<file path="config.mk">
export PLATFORM = sky130hd
export DESIGN_NAME = plht_scan
export DESIGN_NICKNAME = d
export VERILOG_FILES = /design/src/design/plht_pkg.sv /design/src/design/plht_scan.sv
export SDC_FILE = /design/constraint.sdc
export NUM_CORES = 1
export LEC_CHECK = 0
export BUFFER_PORTS_ARGS = -buffer_cell sky130_fd_sc_hd__buf_2
export CORE_ASPECT_RATIO = 1.2
export CORE_MARGIN = 2
export CORE_UTILIZATION = 50
export DETAILED_ROUTE_END_ITERATION = 8
export PLACE_DENSITY = 0.79
export REMOVE_ABC_BUFFERS = 1
export SLEW_MARGIN = 25
export SYNTH_ARGS = -nofsm -noshare
export SYNTH_HDL_FRONTEND = slang
export SYNTH_SLANG_ARGS = --single-unit
</file>
<file path="constraint.sdc">
create_clock -name clk_i -period 2.8 [get_ports clk_i]
set_input_delay 0.56 -clock clk_i [delete_from_list [all_inputs] [get_ports clk_i]]
set_output_delay 0.56 -clock clk_i [all_outputs]
set_load 0.01 [all_outputs]
</file>
<file path="src/design/plht_pkg.sv">
package plht_pkg;

  localparam int unsigned KIND_W     = 2;
  localparam int unsigned ENTRY_W    = 8;
  localparam int unsigned TIME_W     = 32;
  localparam int unsigned PIN_W      = 16;
  localparam int unsigned MAX_OPEN_W = 9;
  localparam int unsigned STATUS_W   = 2;
  localparam int unsigned TOTAL_W    = 9;
  localparam int unsigned IN_DATA_W  = 48;
  localparam int unsigned OUT_DATA_W = 40;

  localparam logic [MAX_OPEN_W-1:0] MAX_OPEN_RESET = 9'd256;
  localparam logic [PIN_W-1:0]      PIN_TOP        = 16'hFFFF;

  typedef enum logic [KIND_W-1:0] {
    KIND_ADD     = 2'd0,
    KIND_ALLOC   = 2'd1,
    KIND_RELEASE = 2'd2,
    KIND_REMOVE  = 2'd3
  } plht_kind_e;

  typedef enum logic [STATUS_W-1:0] {
    STAT_OK        = 2'd0,
    STAT_NO_VICTIM = 2'd1,
    STAT_OPEN_FAIL = 2'd2,
    STAT_UNDERFLOW = 2'd3
  } plht_status_e;

  // One table entry as it sits in the memory.
  typedef struct packed {
    logic              known;
    logic              is_open;
    logic [PIN_W-1:0]  pins;
    logic [TIME_W-1:0] last_use;
  } plht_word_t;

  // Outcome of a victim scan. Only entries that an item can address are ever
  // known, so the victim index fits the entry field.
  typedef struct packed {
    logic               done;
    logic               found;
    logic [ENTRY_W-1:0] idx;
    logic [TIME_W-1:0]  last_use;
  } plht_scan_t;

endpackage

</file>
<file path="src/design/plht_scan.sv">
module plht_scan #(
  parameter int unsigned ENTRIES = 256,
  parameter int unsigned AW      = 8
) (
  input  logic                 clk_i,
  input  logic                 rst_ni,
  input  logic                 start_i,
  output logic [AW-1:0]        raddr_o,
  input  plht_pkg::plht_word_t rdata_i,
  output plht_pkg::plht_scan_t res_o
);

  localparam int unsigned EW = plht_pkg::ENTRY_W;
  localparam int unsigned TW = plht_pkg::TIME_W;
  localparam logic [AW-1:0] LAST = AW'(ENTRIES - 1);

  logic          busy_q;
  logic [AW-1:0] cnt_q;
  logic          dv_q;
  logic [AW-1:0] didx_q;
  logic          found_q;
  logic [EW-1:0] best_idx_q;
  logic [TW-1:0] best_t_q;
  logic          done_q;
  logic          cand;
  logic          take;

  // An entry may be evicted when it is known, open and unpinned. A strict
  // compare keeps the lowest index among equal times.
  always_comb begin
    cand = dv_q && rdata_i.known && rdata_i.is_open && (rdata_i.pins == '0);
    take = cand && (!found_q || (rdata_i.last_use < best_t_q));
  end

  always_ff @(posedge clk_i or negedge rst_ni) begin
    if (!rst_ni) begin
      busy_q     <= 1'b0;
      cnt_q      <= '0;
      dv_q       <= 1'b0;
      didx_q     <= '0;
      found_q    <= 1'b0;
      best_idx_q <= '0;
      best_t_q   <= '0;
      done_q     <= 1'b0;
    end else begin
      dv_q   <= busy_q;
      didx_q <= cnt_q;
      done_q <= dv_q && (didx_q == LAST);
      if (start_i) begin
        busy_q  <= 1'b1;
        cnt_q   <= '0;
        found_q <= 1'b0;
      end else begin
        if (busy_q) begin
          cnt_q <= cnt_q + AW'(1);
          if (cnt_q == LAST) begin
            busy_q <= 1'b0;
          end
        end
        if (take) begin
          found_q    <= 1'b1;
          best_idx_q <= EW'(didx_q);
          best_t_q   <= rdata_i.last_use;
        end
      end
    end
  end

  assign raddr_o        = cnt_q;
  assign res_o.done     = done_q;
  assign res_o.found    = found_q;
  assign res_o.idx      = best_idx_q;
  assign res_o.last_use = best_t_q;

endmodule

</file>
==> results of run 1 <==
-- cells in the mapped netlist --
cell type | instances | area, um2
sky130_fd_sc_hd__a2111oi_2 | 1 | 15.0
sky130_fd_sc_hd__a221oi_1 | 1 | 8.76
sky130_fd_sc_hd__clkbuf_1 | 2 | 7.51
sky130_fd_sc_hd__nor4b_1 | 1 | 8.76
sky130_fd_sc_hd__a31oi_1 | 1 | 6.26
sky130_fd_sc_hd__o21a_1 | 2 | 15.0
sky130_fd_sc_hd__and3_1 | 2 | 12.5
sky130_fd_sc_hd__nand2_1 | 13 | 48.8
sky130_fd_sc_hd__mux2_2 | 35 | 394
sky130_fd_sc_hd__buf_4 | 2 | 15.0
sky130_fd_sc_hd__mux2_1 | 5 | 56.3
sky130_fd_sc_hd__a211oi_2 | 1 | 12.5
sky130_fd_sc_hd__nor4_1 | 4 | 25.0
sky130_fd_sc_hd__nor2_1 | 10 | 37.5
sky130_fd_sc_hd__o2bb2ai_1 | 1 | 8.76
sky130_fd_sc_hd__a21o_1 | 2 | 15.0
sky130_fd_sc_hd__buf_6 | 4 | 45.0
sky130_fd_sc_hd__mux2i_1 | 1 | 10.0
sky130_fd_sc_hd__dfrtp_1 | 60 | 1500
sky130_fd_sc_hd__nor3_1 | 4 | 20.0
sky130_fd_sc_hd__or4b_1 | 1 | 10.0
sky130_fd_sc_hd__a21oi_1 | 12 | 60.1
sky130_fd_sc_hd__nand4_1 | 10 | 62.6
sky130_fd_sc_hd__xor2_1 | 5 | 43.8
sky130_fd_sc_hd__xnor2_1 | 2 | 17.5
sky130_fd_sc_hd__or3_1 | 2 | 12.5
sky130_fd_sc_hd__nand2b_1 | 2 | 12.5
sky130_fd_sc_hd__ha_1 | 32 | 400
sky130_fd_sc_hd__o21ai_0 | 5 | 25.0
sky130_fd_sc_hd__inv_1 | 32 | 120
sky130_fd_sc_hd__o2111a_1 | 1 | 11.3
sky130_fd_sc_hd__nand3_1 | 5 | 25.0
-- worst reg2reg max path, cell delays in order (launching register included) --
cell	delay [ns]
sky130_fd_sc_hd__dfrtp_1	0.36
sky130_fd_sc_hd__inv_1	0.05
sky130_fd_sc_hd__ha_1	0.30
sky130_fd_sc_hd__a21oi_1	0.16
sky130_fd_sc_hd__nand2_1	0.07
sky130_fd_sc_hd__a21o_1	0.16
sky130_fd_sc_hd__or3_1	0.41
sky130_fd_sc_hd__a211oi_4	0.34
sky130_fd_sc_hd__buf_12	0.21
sky130_fd_sc_hd__mux2_2	0.36
-- power by group --
group          total, mW  leakage (nW)  switching [mW]  internal (mW)
Clock              0.782        0.0983           0.349          0.433
Combinational      0.134          1.10          0.0718         0.0624
Sequential         0.882         0.823         0.00793          0.874
Total               1.80          2.03           0.429           1.37
-- path summary, 6_finish.rpt --
kind                         startpoint             to  slack, ns  cells after the start
max                        best_t_q[14]  best_idx_q[7]       0.27                      9
min                              rst_ni   best_t_q[24]       0.32                      1
max reg2reg                best_t_q[14]  best_idx_q[7]       0.27                      9
min reg2reg                  raddr_o[4]      didx_q[4]       0.45                      0
max in group asynchronous        rst_ni  best_idx_q[3]       1.78                      2
min in group clk_i           raddr_o[4]      didx_q[4]       0.45                      0
-- layout make-up --
type,count,area [um2]
Sequential cell,60,1500
Inverter,32,120
Multi-Input combinational cell,161,1380
Clock buffer,10,138
Timing Repair Buffer,107,573
Clock inverter,6,63.8
Fill cell,515,2090
Tap cell,82,103
-- cell families (layout without fill, tap and decap cells) --
group	after synthesis	count (layout)	share of synthesized area, %
buf+inv	40	155	6.12
xor+xnor	7	7	2.00
fa+ha+maj	32	32	13.1
compound gates	27	27	5.80
simple gates	54	54	8.98
flops	60	60	49.0
mux	41	41	15.0
-- state kept, by name, summed over array words and instances (netlist names) --
name	count
found_q	1
busy_q	1
best_t_q	32
best_idx_q	8
dv_q	1
didx_q	8
done_q	1
raddr_o	8
-- per-layer routing --
metal | vias up | routed length [um] | part of all wire, % | global-route usage [%]
met1 | 1121 | 2460 | 40 | 22.4
met5 | - | 0 | 0 | 0
met2 | 54 | 3290 | 53 | 34.0
met3 | 13 | 304 | 4.9 | 5.27
met4 | 0 | 97 | 1.6 | 7.02
li1 | 1137 | - | - | -
-- stage by stage --
step / hold slack, ns / std cells / power [mW]
after floorplan: 0.264 / 253 / 0.951
after global placement: 0.426 / 442 / 1.03
after detailed placement: 0.439 / 442 / 1.03
after CTS: 0.344 / 458 / 1.82
after global routing: 0.385 / 458 / 1.88
final: 0.320 / 458 / 1.80
==> impl_metrics.sql, run 1 <==
INSERT INTO impl_metrics (metric_group, metric, value, unit) VALUES
('clocking', 'post_cts_sizing', '0', ''),
('cells_and_area', 'layout_common_cells', 'sky130_fd_sc_hd__buf_2 (102), sky130_fd_sc_hd__dfrtp_1 (60), sky130_fd_sc_hd__mux2_2 (35), sky130_fd_sc_hd__inv_1 (32), sky130_fd_sc_hd__ha_1 (32)', ''),
('critical_path', 'worst_path_largest_cell_delay', '0.41', 'ns'),
('floorplan', 'core-area', '0.00597', 'mm2'),
('placement', 'detailed_placement_wirelength_estimate', '4.90', 'mm'),
('clocking', 'post_cts.repair.setup_buffers', '0', ''),
('clocking', 'cts.path.max_buffers', '2', ''),
('synth', 'yosysWarnings', '0', ''),
('floorplan', 'die_height', '89.8', 'um'),
('critical_path', 'arrival', '2.74', 'ns'),
('clocking', 'cts-buffers-inserted', '9', ''),
('timing', 'fmax', '396', 'MHz'),
('critical_path', 'worstPathMaxFanout', '20', ''),
('route', 'route.detailed.drc', '0', ''),
('timing', 'finalCritPeriodShare', '90.2', '%'),
('timing', 'max_slew_headroom_at_the_worst_pin', '45.3', '%'),
('critical_path', 'critical_path_type', 'reg2reg', ''),
('clocking', 'path_clk_slew', '0.07', 'ns'),
('placement', 'place.port_buffers', '102', ''),
('hold_path', 'timing.hold.worst.class', 'in2async', ''),
('synth', 'synth.lib_cells_used.distinct', '32', ''),
('timing', 'fin_crit', '2.53', 'ns'),
('route', 'avgRoutedWirePerCell', '13.4', 'um'),
('route', 'num_vias', '2325', ''),
('timing', 'worst_slew_pin_slew', '0.821', 'ns'),
('clocking', 'clock_sinks', '60', ''),
('timing', 'finalSetupTns', '0', 'ns'),
('cells_and_area', 'final_common_cell', 'sky130_fd_sc_hd__buf_2', ''),
('clocking', 'insertion_delay', '0.34', 'ns'),
('route', 'wl', '6.15', 'mm'),
('grt', 'grt_usage', '19.6', '%'),
('synth', 'ys_seq_area_share', '49.0', '%'),
('run', 'max_cap_viol_count', '0', ''),
('grt', 'grt_antenna_before_repair', '0', ''),
('placement', 'placed_area', '0.00368', 'mm2'),
('clocking', 'htree_levels', '3', ''),
('power', 'vdd.ir_drop.worst', '316', 'uV'),
('route', 'drtPass1Iterations', '4', ''),
('synth', 'avgSynthCellArea', '11.7', 'um2'),
('critical_path', 'critical_path.slowest_cell', 'sky130_fd_sc_hd__or3_1', ''),
('floorplan', 'row_count', '31', ''),
('cells_and_area', 'layout.cell_area.non_filler', '0.00388', 'mm2'),
('synth', 'synthesis.area', '0.00306', 'mm2'),
('synth', 'synth.ff_latch_count', '60', ''),
('critical_path', 'worstSetupEndpointType', 'flip-flop', ''),
('route', 'vias_per_cell', '5.08', ''),
('critical_path', 'worstPathRequired', '3.02', 'ns'),
('cells_and_area', 'finish.utilization', '65.0', '%'),
('timing', 'final_hold_viol_count', '0', ''),
('route', 'number_of_drc_violations_after_detailed_routing_iteration_0', '64', ''),
('placement', 'gp_routability_congestion', '0.777', ''),
('placement', 'pre_cts_slack', '-0.0312', 'ns'),
('grt', 'first_global_vias', '2340', ''),
('timing', 'rsz_0062_raised_after_global_routing', 'no', ''),
('timing', 'postLayoutSetupSlackWorst', '0.274', 'ns'),
('floorplan', 'io_pins', '103', ''),
('critical_path', 'timing.critical_path.cells', 'inv_1 -> ha_1 -> a21oi_1 -> nand2_1 -> a21o_1 -> or3_1 -> a211oi_4 -> buf_12 -> mux2_2', ''),
('route', 'antenna_violating_nets_post_route', '0', ''),
('floorplan', 'die_w', '75.5', 'um'),
('grt', 'grt_overflow_total', '0', ''),
('clocking', 'cts-hold-fix-buffers', '0', ''),
('floorplan', 'total_die_area', '0.00677', 'mm2'),
('floorplan', 'start_util', '51.3', '%'),
('critical_path', 'critical_path_buf_inv_count', '2', ''),
('grt', 'grt_start_max_net_pins', '38', ''),
('clocking', 'tritoncts', 'done', ''),
('run_status', 'run_status', 'complete, no violations', ''),
('power', 'total_leakage_power', '2.03', 'nW'),
('cells_and_area', 'area_delta_synth_final', '26.7', '%'),
('timing', 'setup_viol', '0', ''),
('synth', 'netlist_instances', '261', ''),
('cells_and_area', 'nNetsFinal', '456', ''),
('cells_and_area', 'antenna_diodes', '0', ''),
('grt', 'first_pass_grt_wire_length', '10.1', 'mm'),
('timing', 'final_max_slew_viol_count', '0', ''),
('clocking', 'cts.root.buffer_cell', 'sky130_fd_sc_hd__clkbuf_8', ''),
('timing', 'finClkSkew', '0.00932', 'ns'),
('cells_and_area', 'share_of_final_layout_standard_cells_stronger_than_drive_strength_1', '42.6', '%'),
('critical_path', 'critical_path.top_delay_family', 'compound AO/OA/AOI/OAI gates', ''),
('power', 'power_density', '463', 'mW/mm2'),
('critical_path', 'critPathLaunchType', 'flip-flop', '');
(Power assumes the default switching activity.)
==> run 2: changes to the inputs <==
Settings changed: BUFFER_PORTS_ARGS -buffer_cell sky130_fd_sc_hd__buf_2 to not set, DONT_BUFFER_PORTS set to 1, PLACE_DENSITY 0.79 to not set.
==> impl_metrics.sql, run 2 (synthesized netlist as in run 1, its figures left out) <==
INSERT INTO impl_metrics (metric_group, metric, value, unit) VALUES
('critical_path', 'timing.rr.end', 'best_t_q[25]', ''),
('cells_and_area', 'final_common_cell', 'sky130_fd_sc_hd__dfrtp_1', ''),
('floorplan', 'row_count', '31', ''),
('cells_and_area', 'nNetsFinal', '353', ''),
('timing', 'max_slew_headroom_at_the_worst_pin', '77.0', '%'),
('floorplan', 'core-area', '0.00597', 'mm2'),
('critical_path', 'r2r_path_start', 'best_t_q[14]', ''),
('clocking', 'clock_sinks', '60', ''),
('run', 'max_cap_viol_count', '0', ''),
('cells_and_area', 'area_delta_synth_final', '10.4', '%'),
('clocking', 'post_cts.repair.setup_buffers', '0', ''),
('cells_and_area', 'final-seq-area', '0.00150', 'mm2'),
('placement', 'numPlacedInstances', '338', ''),
('timing', 'rsz_0062_raised_after_global_routing', 'no', ''),
('power', 'power_density', '518', 'mW/mm2'),
('placement', 'gp_routability_congestion', '0.740', ''),
('critical_path', 'critPathLaunchType', 'flip-flop', ''),
('critical_path', 'worstPathRequired', '3.03', 'ns'),
('timing', 'postLayoutSetupSlackWorst', '0.205', 'ns'),
('power', 'vdd.ir_drop.worst', '319', 'uV'),
('floorplan', 'die_height', '89.8', 'um'),
('floorplan', 'total_die_area', '0.00677', 'mm2'),
('placement', 'place.port_buffers', '0', ''),
('grt', 'grt_usage', '18.4', '%'),
('cells_and_area', 'finish.utilization', '56.6', '%'),
('hold_path', 'timing.hold.worst.class', 'in2async', ''),
('clocking', 'tritoncts', 'done', ''),
('critical_path', 'reg2regPathDepth', '9', ''),
('timing', 'fin_crit', '2.60', 'ns'),
('placement', 'pre_cts_slack', '0.103', 'ns'),
('cells_and_area', 'registers.top_by_ff_count', 'best_t_q', ''),
('route', 'avgRoutedWirePerCell', '16.3', 'um'),
('route', 'number_of_drc_violations_after_detailed_routing_iteration_0', '69', ''),
('clocking', 'cts-buffers-inserted', '9', ''),
('critical_path', 'worstPathMaxFanout', '23', ''),
('critical_path', 'regToRegSetupSlack', '0.20', 'ns'),
('critical_path', 'critical_path_type', 'reg2reg', ''),
('timing', 'worst_slew_pin_slew', '0.343', 'ns'),
('timing', 'finClkSkew', '0.00912', 'ns'),
('route', 'antenna_violating_nets_post_route', '0', ''),
('cells_and_area', 'layout_common_cells', 'sky130_fd_sc_hd__dfrtp_1 (60), sky130_fd_sc_hd__mux2_2 (35), sky130_fd_sc_hd__inv_1 (32), sky130_fd_sc_hd__ha_1 (32), sky130_fd_sc_hd__nand2_1 (13)', ''),
('route', 'vias_per_cell', '5.41', ''),
('grt', 'first_global_vias', '1939', ''),
('timing', 'fmax', '385', 'MHz'),
('timing', 'final_hold_viol_count', '0', ''),
('run_status', 'run_status', 'complete, no violations', ''),
('critical_path', 'arrival', '2.82', 'ns'),
('route', 'route.detailed.drc', '0', ''),
('critical_path', 'worstSetupEndpointType', 'flip-flop', ''),
('clocking', 'htree_levels', '3', ''),
('floorplan', 'die_w', '75.5', 'um'),
('timing', 'final_max_slew_viol_count', '0', ''),
('cells_and_area', 'area_taken_by_multi_input_logic_gates', '0.00138', 'mm2'),
('cells_and_area', 'share_of_final_layout_standard_cells_stronger_than_drive_strength_1', '20.9', '%'),
('timing', 'finalSetupTns', '0', 'ns'),
('grt', 'grt_overflow_total', '0', ''),
('route', 'num_vias', '1920', ''),
('cells_and_area', 'max_reg_flops', '32', ''),
('floorplan', 'start_util', '51.3', '%'),
('floorplan', 'io_pins', '103', ''),
('timing', 'finalCritPeriodShare', '92.7', '%'),
('cells_and_area', 'finish.cell_count_without_fillers', '355', ''),
('route', 'drtPass1Iterations', '4', ''),
('grt', 'first_pass_grt_wire_length', '9.27', 'mm'),
('grt', 'grt_antenna_before_repair', '0', ''),
('clocking', 'path_clk_slew', '0.07', 'ns'),
('power', 'total_leakage_power', '1.54', 'nW'),
('placement', 'detailed_placement_wirelength_estimate', '4.28', 'mm'),
('power', 'p_total', '1.75', 'mW'),
('route', 'wl', '5.79', 'mm'),
('clocking', 'cts.root.buffer_cell', 'sky130_fd_sc_hd__clkbuf_8', ''),
('clocking', 'insertion_delay', '0.35', 'ns'),
('cells_and_area', 'nFillCells', '531', ''),
('grt', 'grt_start_max_net_pins', '61', ''),
('timing', 'setup_viol', '0', ''),
('cells_and_area', 'antenna_diodes', '0', ''),
('clocking', 'cts.path.max_buffers', '2', '');
## run 2: changes by cell type in the layout (fill, tap and decap cells not counted), sizes merged
| cell | previous run | this run |
|---|---|---|
| buf | 107 | 4 |
| clkbuf | 10 | 9 |
| inv | 32 | 33 |
## run 2: layout make-up
type,instances,share of cell area [%]
sequential,60,44.4
tap,82,3.03
clock buffer,9,3.66
clock inverter,7,2.26
inverter,32,3.55
timing repair buffer,4,2.22
multi-input combinational,161,40.9
## run 2: what timing repair did
action,4_1_cts,5_1_grt
endpoints found under the setup margin,0,0
hold buffers,1,0
resized for setup,0,0
endpoints found under the hold margin,60,0
## run 2: where the power goes
group / switching [mW] / leakage (nW) / internal, mW / total (mW)
sequential: 0.0102 / 0.823 / 0.874 / 0.884
clock: 0.369 / 0.0958 / 0.414 / 0.783
combinational: 0.0474 / 0.624 / 0.0365 / 0.0839
## run 2: how the worst max path moves through the flow
stage | from | end | slack [ns] | depth (start not counted)
finish | best_t_q[14] | best_t_q[25] | 0.20 | 9
global route | best_t_q[14] | best_idx_q[0] | 0.02 | 9
CTS | best_t_q[14] | best_t_q[25] | 0.18 | 9
detailed placement | rdata_i[14] | best_t_q[30] | 0.10 | 8
global placement | rdata_i[14] | best_t_q[23] | 0.11 | 8
floorplan | rdata_i[14] | best_idx_q[0] | -1.04 | 7
## run 2: worst max-delay path, cell delays in order (launching register included)
cell and delay (ns):
sky130_fd_sc_hd__dfrtp_1 0.42, sky130_fd_sc_hd__inv_1 0.06, sky130_fd_sc_hd__ha_1 0.30, sky130_fd_sc_hd__a21oi_1 0.15
sky130_fd_sc_hd__nand2_1 0.07, sky130_fd_sc_hd__a21o_1 0.16, sky130_fd_sc_hd__or3_1 0.41, sky130_fd_sc_hd__a211oi_4 0.33
sky130_fd_sc_hd__buf_12 0.22, sky130_fd_sc_hd__mux2_2 0.35
## run 2: per-layer routing
metal  vias up  track usage, %  part of all wire (%)
li1        926               -                     -
met1       911            22.8                    41
met2        72            27.2                    47
met3        11            8.97                   9.9
met4         0            7.46                   2.0
met5         -               0                     0
## run 2: through the flow
stage | area, um2 | hold WS [ns]
6_report | 3380 | 0.0650
2_1_floorplan | 3000 | 0.264
3_5_place_dp | 3150 | 0.266
3_3_place_gp | 3150 | 0.266
5_1_grt | 3380 | 0.0697
4_1_cts | 3380 | 0.0797
